**src/design/annexb_nal_scanner_defines.svh**
```systemverilog
// ----------------------------------------------------------------------------
// annexb_nal_scanner_defines.svh
// Assertion macros shared by the NAL scanner RTL.
// ----------------------------------------------------------------------------
`ifndef ANNEXB_NAL_SCANNER_DEFINES_SVH
`define ANNEXB_NAL_SCANNER_DEFINES_SVH

// Same-cycle implication, checked on every rising clock edge out of reset.
`define ANBS_ASSERT_NOW(label, ante, cons, msg) \
  label: assert property (@(posedge clk_i) disable iff (!rst_ni) (ante) |-> (cons)) \
    else $error(msg);

// Next-cycle implication, checked on every rising clock edge out of reset.
`define ANBS_ASSERT_NEXT(label, ante, cons, msg) \
  label: assert property (@(posedge clk_i) disable iff (!rst_ni) (ante) |=> (cons)) \
    else $error(msg);

`endif

```
**src/design/anbs_pkg.sv**
```systemverilog
// ----------------------------------------------------------------------------
// anbs_pkg
// Types and constants for the Annex-B NAL scanner.
// ----------------------------------------------------------------------------
`default_nettype none

package anbs_pkg;

  // Default sizes
  localparam int unsigned SetStoreBytesDefault = 256;
  localparam int unsigned MaxChunkBytesDefault = 8388608;

  // NAL unit types and framing
  localparam logic [4:0]  NalTypeMask = 5'h1f;
  localparam logic [4:0]  NalIdr      = 5'd5;
  localparam logic [4:0]  NalSps      = 5'd7;
  localparam logic [4:0]  NalPps      = 5'd8;
  localparam logic [23:0] PrefixBytes = 24'd4;
  localparam logic [23:0] LenMax      = 24'hffffff;

  // Input access kind (tuser bit 0)
  typedef enum logic {
    FUNC_STREAM = 1'b0,
    FUNC_READ   = 1'b1
  } func_e;

  // Result kind (output tuser)
  typedef enum logic {
    KIND_SUMMARY = 1'b0,
    KIND_READ    = 1'b1
  } kind_e;

  // One result item
  typedef struct packed {
    kind_e       kind;
    logic [7:0]  read_byte;
    logic [8:0]  pps_length;
    logic [8:0]  sps_length;
    logic        has_idr;
    logic [23:0] avcc_length;
  } result_t;

endpackage

`default_nettype wire

```
**src/design/annexb_nal_scanner.sv**
```systemverilog
// Path: a chunk summary or a store read passes the result stage register and the
//   result queue to the master side; a chunk's other bytes give no result.
// Throughput: one input transfer per cycle, set by the single-port store memories
//   and the per-byte scan update; a four-entry result queue absorbs output stalls.
// Reset: asynchronous, active low; clears the scan state and captured lengths.
//   The parameter-set memories are not cleared and need no clearing pass.
// ----------------------------------------------------------------------------
// annexb_nal_scanner
// Scans H.264 Annex-B chunks a byte per cycle unless stalled, sums length-prefixed
// sizes of non-SPS/PPS NALs, flags IDR units, captures first SPS/PPS for read-back.
// ----------------------------------------------------------------------------
`default_nettype none

`include "annexb_nal_scanner_defines.svh"

module annexb_nal_scanner
  import anbs_pkg::*;
#(
  parameter int unsigned SetStoreBytes = SetStoreBytesDefault,
  parameter int unsigned MaxChunkBytes = MaxChunkBytesDefault
) (
  input  wire logic        clk_i,
  input  wire logic        rst_ni,
  // Input stream
  input  wire logic        s_axis_tvalid,
  output logic             s_axis_tready,
  input  wire logic [15:0] s_axis_tdata,   // [7:0] data_byte, [15:8] read_index
  input  wire logic        s_axis_tlast,   // chunk_last
  input  wire logic [1:0]  s_axis_tuser,   // [0] func, [1] set_select
  // Result stream
  output logic             m_axis_tvalid,
  input  wire logic        m_axis_tready,
  // [23:0] avcc_length, [24] has_idr, [33:25] sps_length, [42:34] pps_length,
  // [50:43] read_byte, [55:51] zero
  output logic [55:0]      m_axis_tdata,
  output logic             m_axis_tuser    // [0] result_kind
);

  localparam int unsigned AddrW  = $clog2(SetStoreBytes);
  localparam int unsigned LenW   = $clog2(SetStoreBytes + 1);
  localparam logic [23:0] CntCap = (MaxChunkBytes < 24'hffffff) ?
                                   24'(MaxChunkBytes) : 24'hffffff;
  localparam logic [23:0] StoreLim = 24'(SetStoreBytes);
  localparam int unsigned QDepth = 4;
  localparam int unsigned QPtrW  = $clog2(QDepth);

  // --------------------------------------------------------------------------
  // Input decode
  // --------------------------------------------------------------------------
  func_e      in_func;
  logic [7:0] in_byte;
  logic [7:0] in_index;
  logic       in_set;
  logic       in_last;
  logic       s_acc;
  logic       acc_stream;
  logic       acc_read;

  assign in_func    = func_e'(s_axis_tuser[0]);
  assign in_set     = s_axis_tuser[1];
  assign in_byte    = s_axis_tdata[7:0];
  assign in_index   = s_axis_tdata[15:8];
  assign in_last    = s_axis_tlast;
  assign s_acc      = s_axis_tvalid && s_axis_tready;
  assign acc_stream = s_acc && (in_func == FUNC_STREAM);
  assign acc_read   = s_acc && (in_func == FUNC_READ);

  // --------------------------------------------------------------------------
  // Scan state
  // --------------------------------------------------------------------------
  logic [23:0]     hist_q, hist_d;
  logic [1:0]      fill_q, fill_d;
  logic            inside_q, inside_d;
  logic [23:0]     cnt_q, cnt_d;
  logic [4:0]      kind_q, kind_d;
  logic [23:0]     total_q, total_d;
  logic            idr_q, idr_d;
  logic [LenW-1:0] sps_len_q, sps_len_d;
  logic [LenW-1:0] pps_len_q, pps_len_d;

  logic            is_code;
  logic [23:0]     n_code;
  logic [4:0]      kind_eff;
  logic            fin_en;
  logic [23:0]     fin_n;
  logic [4:0]      fin_kind;
  logic [25:0]     sum;
  logic [23:0]     total_fin;
  logic            idr_fin;
  logic            sps_we;
  logic            pps_we;

  // Start-code detect and the NAL length it closes
  always_comb begin
    is_code  = (fill_q >= 2'd2) && (hist_q[15:0] == 16'h0000) && (in_byte == 8'h01);
    n_code   = (cnt_q >= 24'd2) ? (cnt_q - 24'd2) : 24'd0;
    if ((fill_q == 2'd3) && (hist_q[23:16] == 8'h00) && (cnt_q >= 24'd3)) begin
      n_code = cnt_q - 24'd3;
    end
    kind_eff = (cnt_q == 24'd0) ? (in_byte[4:0] & NalTypeMask) : kind_q;
  end

  // Next scan state
  always_comb begin
    hist_d    = hist_q;
    fill_d    = fill_q;
    inside_d  = inside_q;
    cnt_d     = cnt_q;
    kind_d    = kind_q;
    sps_len_d = sps_len_q;
    pps_len_d = pps_len_q;
    fin_en    = 1'b0;
    fin_n     = '0;
    fin_kind  = kind_q;
    sps_we    = 1'b0;
    pps_we    = 1'b0;

    if (acc_stream) begin
      if (is_code) begin
        fin_en   = inside_q;
        fin_n    = n_code;
        inside_d = 1'b1;
        cnt_d    = '0;
        kind_d   = '0;
      end else if (inside_q) begin
        kind_d = kind_eff;
        if (cnt_q < StoreLim) begin
          if (kind_eff == NalSps && sps_len_q == '0) begin
            sps_we = 1'b1;
          end else if (kind_eff == NalPps && pps_len_q == '0) begin
            pps_we = 1'b1;
          end
        end
        if (cnt_q < CntCap) begin
          cnt_d = cnt_q + 24'd1;
        end
        fin_en   = in_last;
        fin_n    = cnt_d;
        fin_kind = kind_eff;
      end
      hist_d = {hist_q[15:0], in_byte};
      if (fill_q != 2'd3) begin
        fill_d = fill_q + 2'd1;
      end
    end

    // Close a NAL: capture parameter-set length, flag IDR, add prefixed size of other NALs
    sum       = {2'b0, total_q} + {2'b0, PrefixBytes} + {2'b0, fin_n};
    total_fin = total_q;
    idr_fin   = idr_q;
    if (fin_en && fin_n != '0) begin
      if (fin_kind == NalSps && sps_len_q == '0 && fin_n <= StoreLim) begin
        sps_len_d = LenW'(fin_n);
      end else if (fin_kind == NalPps && pps_len_q == '0 && fin_n <= StoreLim) begin
        pps_len_d = LenW'(fin_n);
      end
      if (fin_kind == NalIdr) begin
        idr_fin = 1'b1;
      end
      if (fin_kind != NalSps && fin_kind != NalPps) begin
        total_fin = (sum[25:24] != 2'b00) ? LenMax : sum[23:0];
      end
    end

    total_d = total_fin;
    idr_d   = idr_fin;

    // Drop all per-chunk state after the summary
    if (acc_stream && in_last) begin
      hist_d   = '0;
      fill_d   = '0;
      inside_d = 1'b0;
      cnt_d    = '0;
      kind_d   = '0;
      total_d  = '0;
      idr_d    = 1'b0;
    end
  end

  always_ff @(posedge clk_i or negedge rst_ni) begin
    if (!rst_ni) begin
      hist_q    <= '0;
      fill_q    <= '0;
      inside_q  <= 1'b0;
      cnt_q     <= '0;
      kind_q    <= '0;
      total_q   <= '0;
      idr_q     <= 1'b0;
      sps_len_q <= '0;
      pps_len_q <= '0;
    end else begin
      hist_q    <= hist_d;
      fill_q    <= fill_d;
      inside_q  <= inside_d;
      cnt_q     <= cnt_d;
      kind_q    <= kind_d;
      total_q   <= total_d;
      idr_q     <= idr_d;
      sps_len_q <= sps_len_d;
      pps_len_q <= pps_len_d;
    end
  end

  // --------------------------------------------------------------------------
  // Parameter-set memories: one write or one registered read per cycle
  // --------------------------------------------------------------------------
  logic [7:0]       sps_mem [SetStoreBytes];
  logic [7:0]       pps_mem [SetStoreBytes];
  logic [7:0]       sps_rd_q;
  logic [7:0]       pps_rd_q;
  logic [AddrW-1:0] wr_addr;
  logic [AddrW-1:0] rd_addr;

  assign wr_addr = cnt_q[AddrW-1:0];
  assign rd_addr = AddrW'(in_index);

  always_ff @(posedge clk_i) begin
    if (sps_we) begin
      sps_mem[wr_addr] <= in_byte;
    end
    if (acc_read) begin
      sps_rd_q <= sps_mem[rd_addr];
    end
  end

  always_ff @(posedge clk_i) begin
    if (pps_we) begin
      pps_mem[wr_addr] <= in_byte;
    end
    if (acc_read) begin
      pps_rd_q <= pps_mem[rd_addr];
    end
  end

  // --------------------------------------------------------------------------
  // Result stage: registered alongside the memory read data
  // --------------------------------------------------------------------------
  logic        s1_valid_q;
  kind_e       s1_kind_q;
  logic [23:0] s1_avcc_q;
  logic        s1_idr_q;
  logic [8:0]  s1_sps_q;
  logic [8:0]  s1_pps_q;
  logic        s1_set_q;
  logic        s1_idx_ok_q;

  always_ff @(posedge clk_i or negedge rst_ni) begin
    if (!rst_ni) begin
      s1_valid_q <= 1'b0;
    end else begin
      s1_valid_q <= acc_read || (acc_stream && in_last);
    end
  end

  always_ff @(posedge clk_i) begin
    if (s_acc) begin
      s1_kind_q   <= acc_read ? KIND_READ : KIND_SUMMARY;
      s1_avcc_q   <= acc_read ? 24'd0 : total_fin;
      s1_idr_q    <= acc_read ? 1'b0 : idr_fin;
      s1_sps_q    <= 9'(sps_len_d);
      s1_pps_q    <= 9'(pps_len_d);
      s1_set_q    <= in_set;
      s1_idx_ok_q <= ({16'd0, in_index} < StoreLim);
    end
  end

  result_t s1_res;

  always_comb begin
    s1_res.kind        = s1_kind_q;
    s1_res.avcc_length = s1_avcc_q;
    s1_res.has_idr     = s1_idr_q;
    s1_res.sps_length  = s1_sps_q;
    s1_res.pps_length  = s1_pps_q;
    s1_res.read_byte   = '0;
    if (s1_kind_q == KIND_READ && s1_idx_ok_q) begin
      s1_res.read_byte = s1_set_q ? pps_rd_q : sps_rd_q;
    end
  end

  // --------------------------------------------------------------------------
  // Result queue
  // --------------------------------------------------------------------------
  result_t          q_mem [QDepth];
  logic [QPtrW-1:0] q_wr_q;
  logic [QPtrW-1:0] q_rd_q;
  logic [QPtrW:0]   q_cnt_q;
  logic             q_push;
  logic             q_pop;
  logic [QPtrW:0]   pending;
  result_t          q_head;

  assign q_push  = s1_valid_q;
  assign q_pop   = m_axis_tvalid && m_axis_tready;
  assign pending = q_cnt_q + {{QPtrW{1'b0}}, s1_valid_q};
  // Keep room for the stage in flight plus one more accepted result
  assign s_axis_tready = (pending < (QPtrW + 1)'(QDepth - 1));

  always_ff @(posedge clk_i or negedge rst_ni) begin
    if (!rst_ni) begin
      q_wr_q  <= '0;
      q_rd_q  <= '0;
      q_cnt_q <= '0;
    end else begin
      if (q_push) begin
        q_wr_q <= q_wr_q + 1'b1;
      end
      if (q_pop) begin
        q_rd_q <= q_rd_q + 1'b1;
      end
      q_cnt_q <= q_cnt_q + {{QPtrW{1'b0}}, q_push} - {{QPtrW{1'b0}}, q_pop};
    end
  end

  always_ff @(posedge clk_i) begin
    if (q_push) begin
      q_mem[q_wr_q] <= s1_res;
    end
  end

  assign q_head        = q_mem[q_rd_q];
  assign m_axis_tvalid = (q_cnt_q != '0);
  assign m_axis_tuser  = q_head.kind;
  assign m_axis_tdata  = {5'd0, q_head.read_byte, q_head.pps_length, q_head.sps_length,
                          q_head.has_idr, q_head.avcc_length};

  // --------------------------------------------------------------------------
  // Assertions
  // --------------------------------------------------------------------------
  `ANBS_ASSERT_NOW(a_q_no_overflow, s1_valid_q, q_cnt_q < (QPtrW + 1)'(QDepth),
    "result queue full while a result is in flight")
  `ANBS_ASSERT_NEXT(a_chunk_clear, acc_stream && in_last,
    !inside_q && total_q == '0 && fill_q == '0, "chunk state not cleared after summary")
  `ANBS_ASSERT_NEXT(a_read_result, acc_read, s1_valid_q && s1_kind_q == KIND_READ,
    "read transfer did not produce a read result")
  `ANBS_ASSERT_NEXT(a_no_spurious, acc_stream && !in_last, !s1_valid_q,
    "result produced by a byte that is not the chunk's last")

endmodule

`default_nettype wire

```
**config.mk**
```make
export PLATFORM = sky130hd
export DESIGN_NAME = annexb_nal_scanner
export DESIGN_NICKNAME = d
export VERILOG_FILES = /design/src/design/anbs_pkg.sv /design/src/design/annexb_nal_scanner.sv
export VERILOG_INCLUDE_DIRS = /design/src /design/src/design
export SDC_FILE = /design/constraint.sdc
export NUM_CORES = 2
export LEC_CHECK = 0
export BUFFER_PORTS_ARGS = -buffer_cell sky130_fd_sc_hd__buf_2
export CORE_ASPECT_RATIO = 1.1
export CORE_MARGIN = 4
export CORE_UTILIZATION = 40
export DETAILED_ROUTE_END_ITERATION = 16
export PLACE_DENSITY = 0.56
export SLEW_MARGIN = 20
export SYNTH_ARGS = -nofsm -noshare
export SYNTH_HDL_FRONTEND = slang
export SYNTH_MEMORY_MAX_BITS = 65536
export SYNTH_SLANG_ARGS = --single-unit
```
**constraint.sdc**
```tcl
create_clock -name clk_i -period 10.2 [get_ports clk_i]
set_input_delay 0.51 -clock clk_i [delete_from_list [all_inputs] [get_ports clk_i]]
set_output_delay 0.51 -clock clk_i [all_outputs]
set_load 0.005 [all_outputs]
```
==> results by group <==
Clock network
  • Clock transition at the registers of the reported paths: roughly 0.07 ns
  • Num CTS Buffers: 440
  • CTS root buffer: clkbuf_16
  • Max H-tree Level: 5
  • Clk_lat worst skew: between 1 and 1.5 ns
  • Post CTS Setup Buffer Count: 0
  • CTS tree: yes
  • Clock sinks: about 4.5k
  • CTS max path bufs: 4

GRT
  • Vias in the first global route: 83.84k
  • Gr ovfl total: 0
  • Total track usage: 0.1948
  • First-pass GRT wire length: ~640000 µm
  • Largest net degree at the start of global routing: ~200
  • Initial antenna violation count: 31

Synthesis
  • Synth Area in Compound Gates: 0.01259
  • Post-Synth Adder-Cell Area: 0.004740
  • Synth Cell Area: about 180000 µm²
  • Most instantiated library cell after synthesis: edfxtp_1
  • Area contributors post-synth: edfxtp_1 (75%), mux4_2 (18%), dfrtp_1 (1.5%), nor2_1 (1.2%), clkbuf_1 (0.75%)
  • Post-synthesis mux area share: 0.1818
  • Main combinational cell family by area after synthesis: multiplexers
  • Ys async rst share: 0.02393
  • Syn avg cell area: between 20 and 25 µm²
  • Post-synth cell types: 84
  • Syn. warnings: 0
  • #FFs+latches synth: between 4k and 5k
  • Share of the synthesized area in the top cell type: 0.7456
  • Most frequent cells after synthesis: edfxtp_1 (4365), mux4_2 (1412), nor2_1 (583), clkbuf_1 (352), nand2_1 (149)
  • Yosys top cell by area: edfxtp_1
  • Post-Synth XOR/XNOR Area: 0.002591
  • Synth Instances: a little under 8k
  • Top FF cell, synth: edfxtp_1
  • Sequential-to-total area share from yosys stat: 0.7608
  • Simple-Gate Fraction of Synth Area: 0.02559
  • Number of synthesized flops with an enable pin: about 4.4k

Route
  • 1st-iter DRT viols: between 8k and 9k
  • Routed vias: 81.95k
  • Final WL: roughly 440000 µm
  • Routed wire per std cell: between 30 and 40 µm
  • Number of detailed-route iterations in the first pass: 8
  • Vias per cell: 5.758
  • DRC: 0
  • ANT nets after route: 0

STA
  • RSZ-0062 raised after global routing: false
  • Slew Viols, Final: 0
  • Max_slew headroom: 0.1340
  • Clock Skew: approximately 0.11 ns
  • Final setup violation count: 0
  • Fin. Hold Viols: 0
  • Max Fclk: ~0.13 GHz
  • Fin crit share: 0.7500
  • Hold slack: between 0.1 and 0.15 ns
  • Total negative slack: 0 ns
  • Crit path time final: ~7.6 ns
  • Tightest Pin Transition: approximately 1.3 ns

Status
  • Status: finished clean

Pwr
  • Worst IR Drop VDD: 173.0 µV
  • Leakage: between 60 and 70 nW
  • PwrDens: around 200 nW/µm²

Worst setup path
  • CP Capture Type: flop
  • Crit path cell chain: inv_1 -> ha_1 -> a2111o_1 -> or3_1 -> a211oi_1 -> nor4_1 -> o32a_1 -> nor2_1 -> ha_1 -> ha_1 -> a21oi_1 -> o21ai_0 -> nand4_1 -> a21oi_1 -> a221oi_1 -> o21a_1 -> o21ai_0 -> a21oi_4 -> a211oi_1
  • Reg2Reg Setup Slack: 2.55 ns
  • Slowest cell on the critical path: a21oi_4
  • Max incr delay on CP: roughly 0.88 ns
  • Crit Path Class: reg2reg
  • Max FO, Critical Path: 38
  • Cell mode on critical path: ha_1
  • CP arrival: 8.31 ns
  • Worst EP required: ~11 ns
  • Crit start category: flop

Layout
  • Cell area after layout: ~200000 µm²
  • Non-filler cells, final: 14.23k
  • Filler cells: 36.26k
  • Core Util, Final: 0.4509
  • Layout Nets: slightly above 8k
  • Share of cells above drive strength 1: 0.2776
  • Synthesis-to-finish area growth: 12.35%

Placement
  • Dpl cells: ~13k
  • Placed Area: roughly 180000 µm²
  • Post-DP HPWL: approximately 270000 µm
  • RePlAce Congestion: about 0.84
  • IO Port Bufs: 76

Die
  • I/O Pins: 82
  • Row count: around 260
  • Die width: roughly 640 µm
  • Initial core utilization: 0.4013
  • Core Region: 438100 µm²
  • Die height: roughly 700 µm
  • Die area: between 400000 and 500000 µm²

Flow run
  • Max_cap viols: 0

Worst hold path
  • Hold Path Class: in2async
[per-layer routing]
layer,vias up,track usage,part of all wire
met4,6,0.05259,0.028
li1,33690,-,-
met2,2841,0.3211,0.50
met3,561,0.02896,0.058
met1,44850,0.2726,0.42
met5,-,0,0.00078
[timing repair]
action	in CTS	in global routing
endpoints found under the hold margin	267	0
gates resized for setup	0	0
hold buffers	13	0
[final timing paths]
check | start | endpoint | cells after the start
worst max-delay path | cnt_q[2] | s1_avcc_q[4] | 19
worst min-delay path | rst_ni | q_rd_q[1] | 2
worst max register to register | cnt_q[2] | s1_avcc_q[4] | 19
worst min register to register | s1_avcc_q[2] | q_mem[2][2] | 0
max in group asynchronous | rst_ni | kind_q[3] | 3
min in group clk_i | s_axis_tdata[15] | pps_rd_q[3] | 2
[through the flow]
step | total power [mW] | setup slack [ns]
2_1_floorplan | 23.41 | 4.633
3_3_place_gp | 25.02 | 2.477
3_5_place_dp | 25.06 | 2.372
4_1_cts | 40.86 | 2.621
5_1_grt | 41.88 | 2.149
6_report | 40.49 | 2.550
[power by group]
| group | total [mW] | switching [mW] | internal (mW) |
|---|---|---|---|
| Combinational | 3.79 | 2.36 | 1.43 |
| Sequential | 20.9 | 0.282 | 20.6 |
| Clock | 15.8 | 6.93 | 8.91 |
| Total | 40.5 | 9.57 | 30.9 |
[cell usage in the layout, fill, tap and decap left out, drive strengths merged, types with 26 or more instances in the layout]
cell	Yosys	final
clkinv	0	192
nand3	39	39
mux4	1412	1412
nor3	34	34
bufinv	0	31
a221oi	37	37
ha	65	65
nand2	149	149
xnor2	29	29
inv	50	60
nand3b	26	26
o21ai	62	62
a21oi	52	52
nor4	34	34
edfxtp	4365	4365
clkbuf	352	572
nor2	584	584
buf	131	234
dfrtp	107	107
[flip-flops by register name (all words and copies together), names as in the netlist, 24 cells and up]
name and cells:
s1_avcc_q 24, hist_q 24, pps_mem 2048, q_mem 208
total_q 24, cnt_q 24, sps_mem 2048
[worst max-delay path: cells and delay by family, from the launching register on]
kind / cells / cell delay, ns
flops: 1 / 0.78
simple gates: 4 / 1.14
buf+inv: 1 / 0.31
fa+ha+maj: 3 / 0.95
compound gates: 11 / 4.07
[layout make-up]
| cell class | instances | area (µm²) | share of cell area |
|---|---|---|---|
| sequential | 4472 | 133800 | 0.6772 |
| timing repair buffer | 247 | 2163 | 0.01095 |
| clock buffer | 572 | 11740 | 0.05942 |
| inverter | 50 | 187.7 | 0.0009502 |
| clock inverter | 245 | 2257 | 0.01143 |
| multi-input combinational | 2851 | 40160 | 0.2033 |
| antenna | 13 | 32.53 | 0.0001647 |
| tap | 5782 | 7234 | 0.03663 |
[cells by family (layout without fill, tap and decap cells)]
kind of cell,after synthesis,after routing
AO/OA/AOI/OAI,302,302
other,1,18
buffers and inverters,533,1114
AND/OR/NAND/NOR,998,998
XOR/XNOR,52,52
flip-flops,4472,4472
adder cells (fa/ha/maj),66,66
multiplexers,1428,1428
Power figures use the tool's default switching activity.
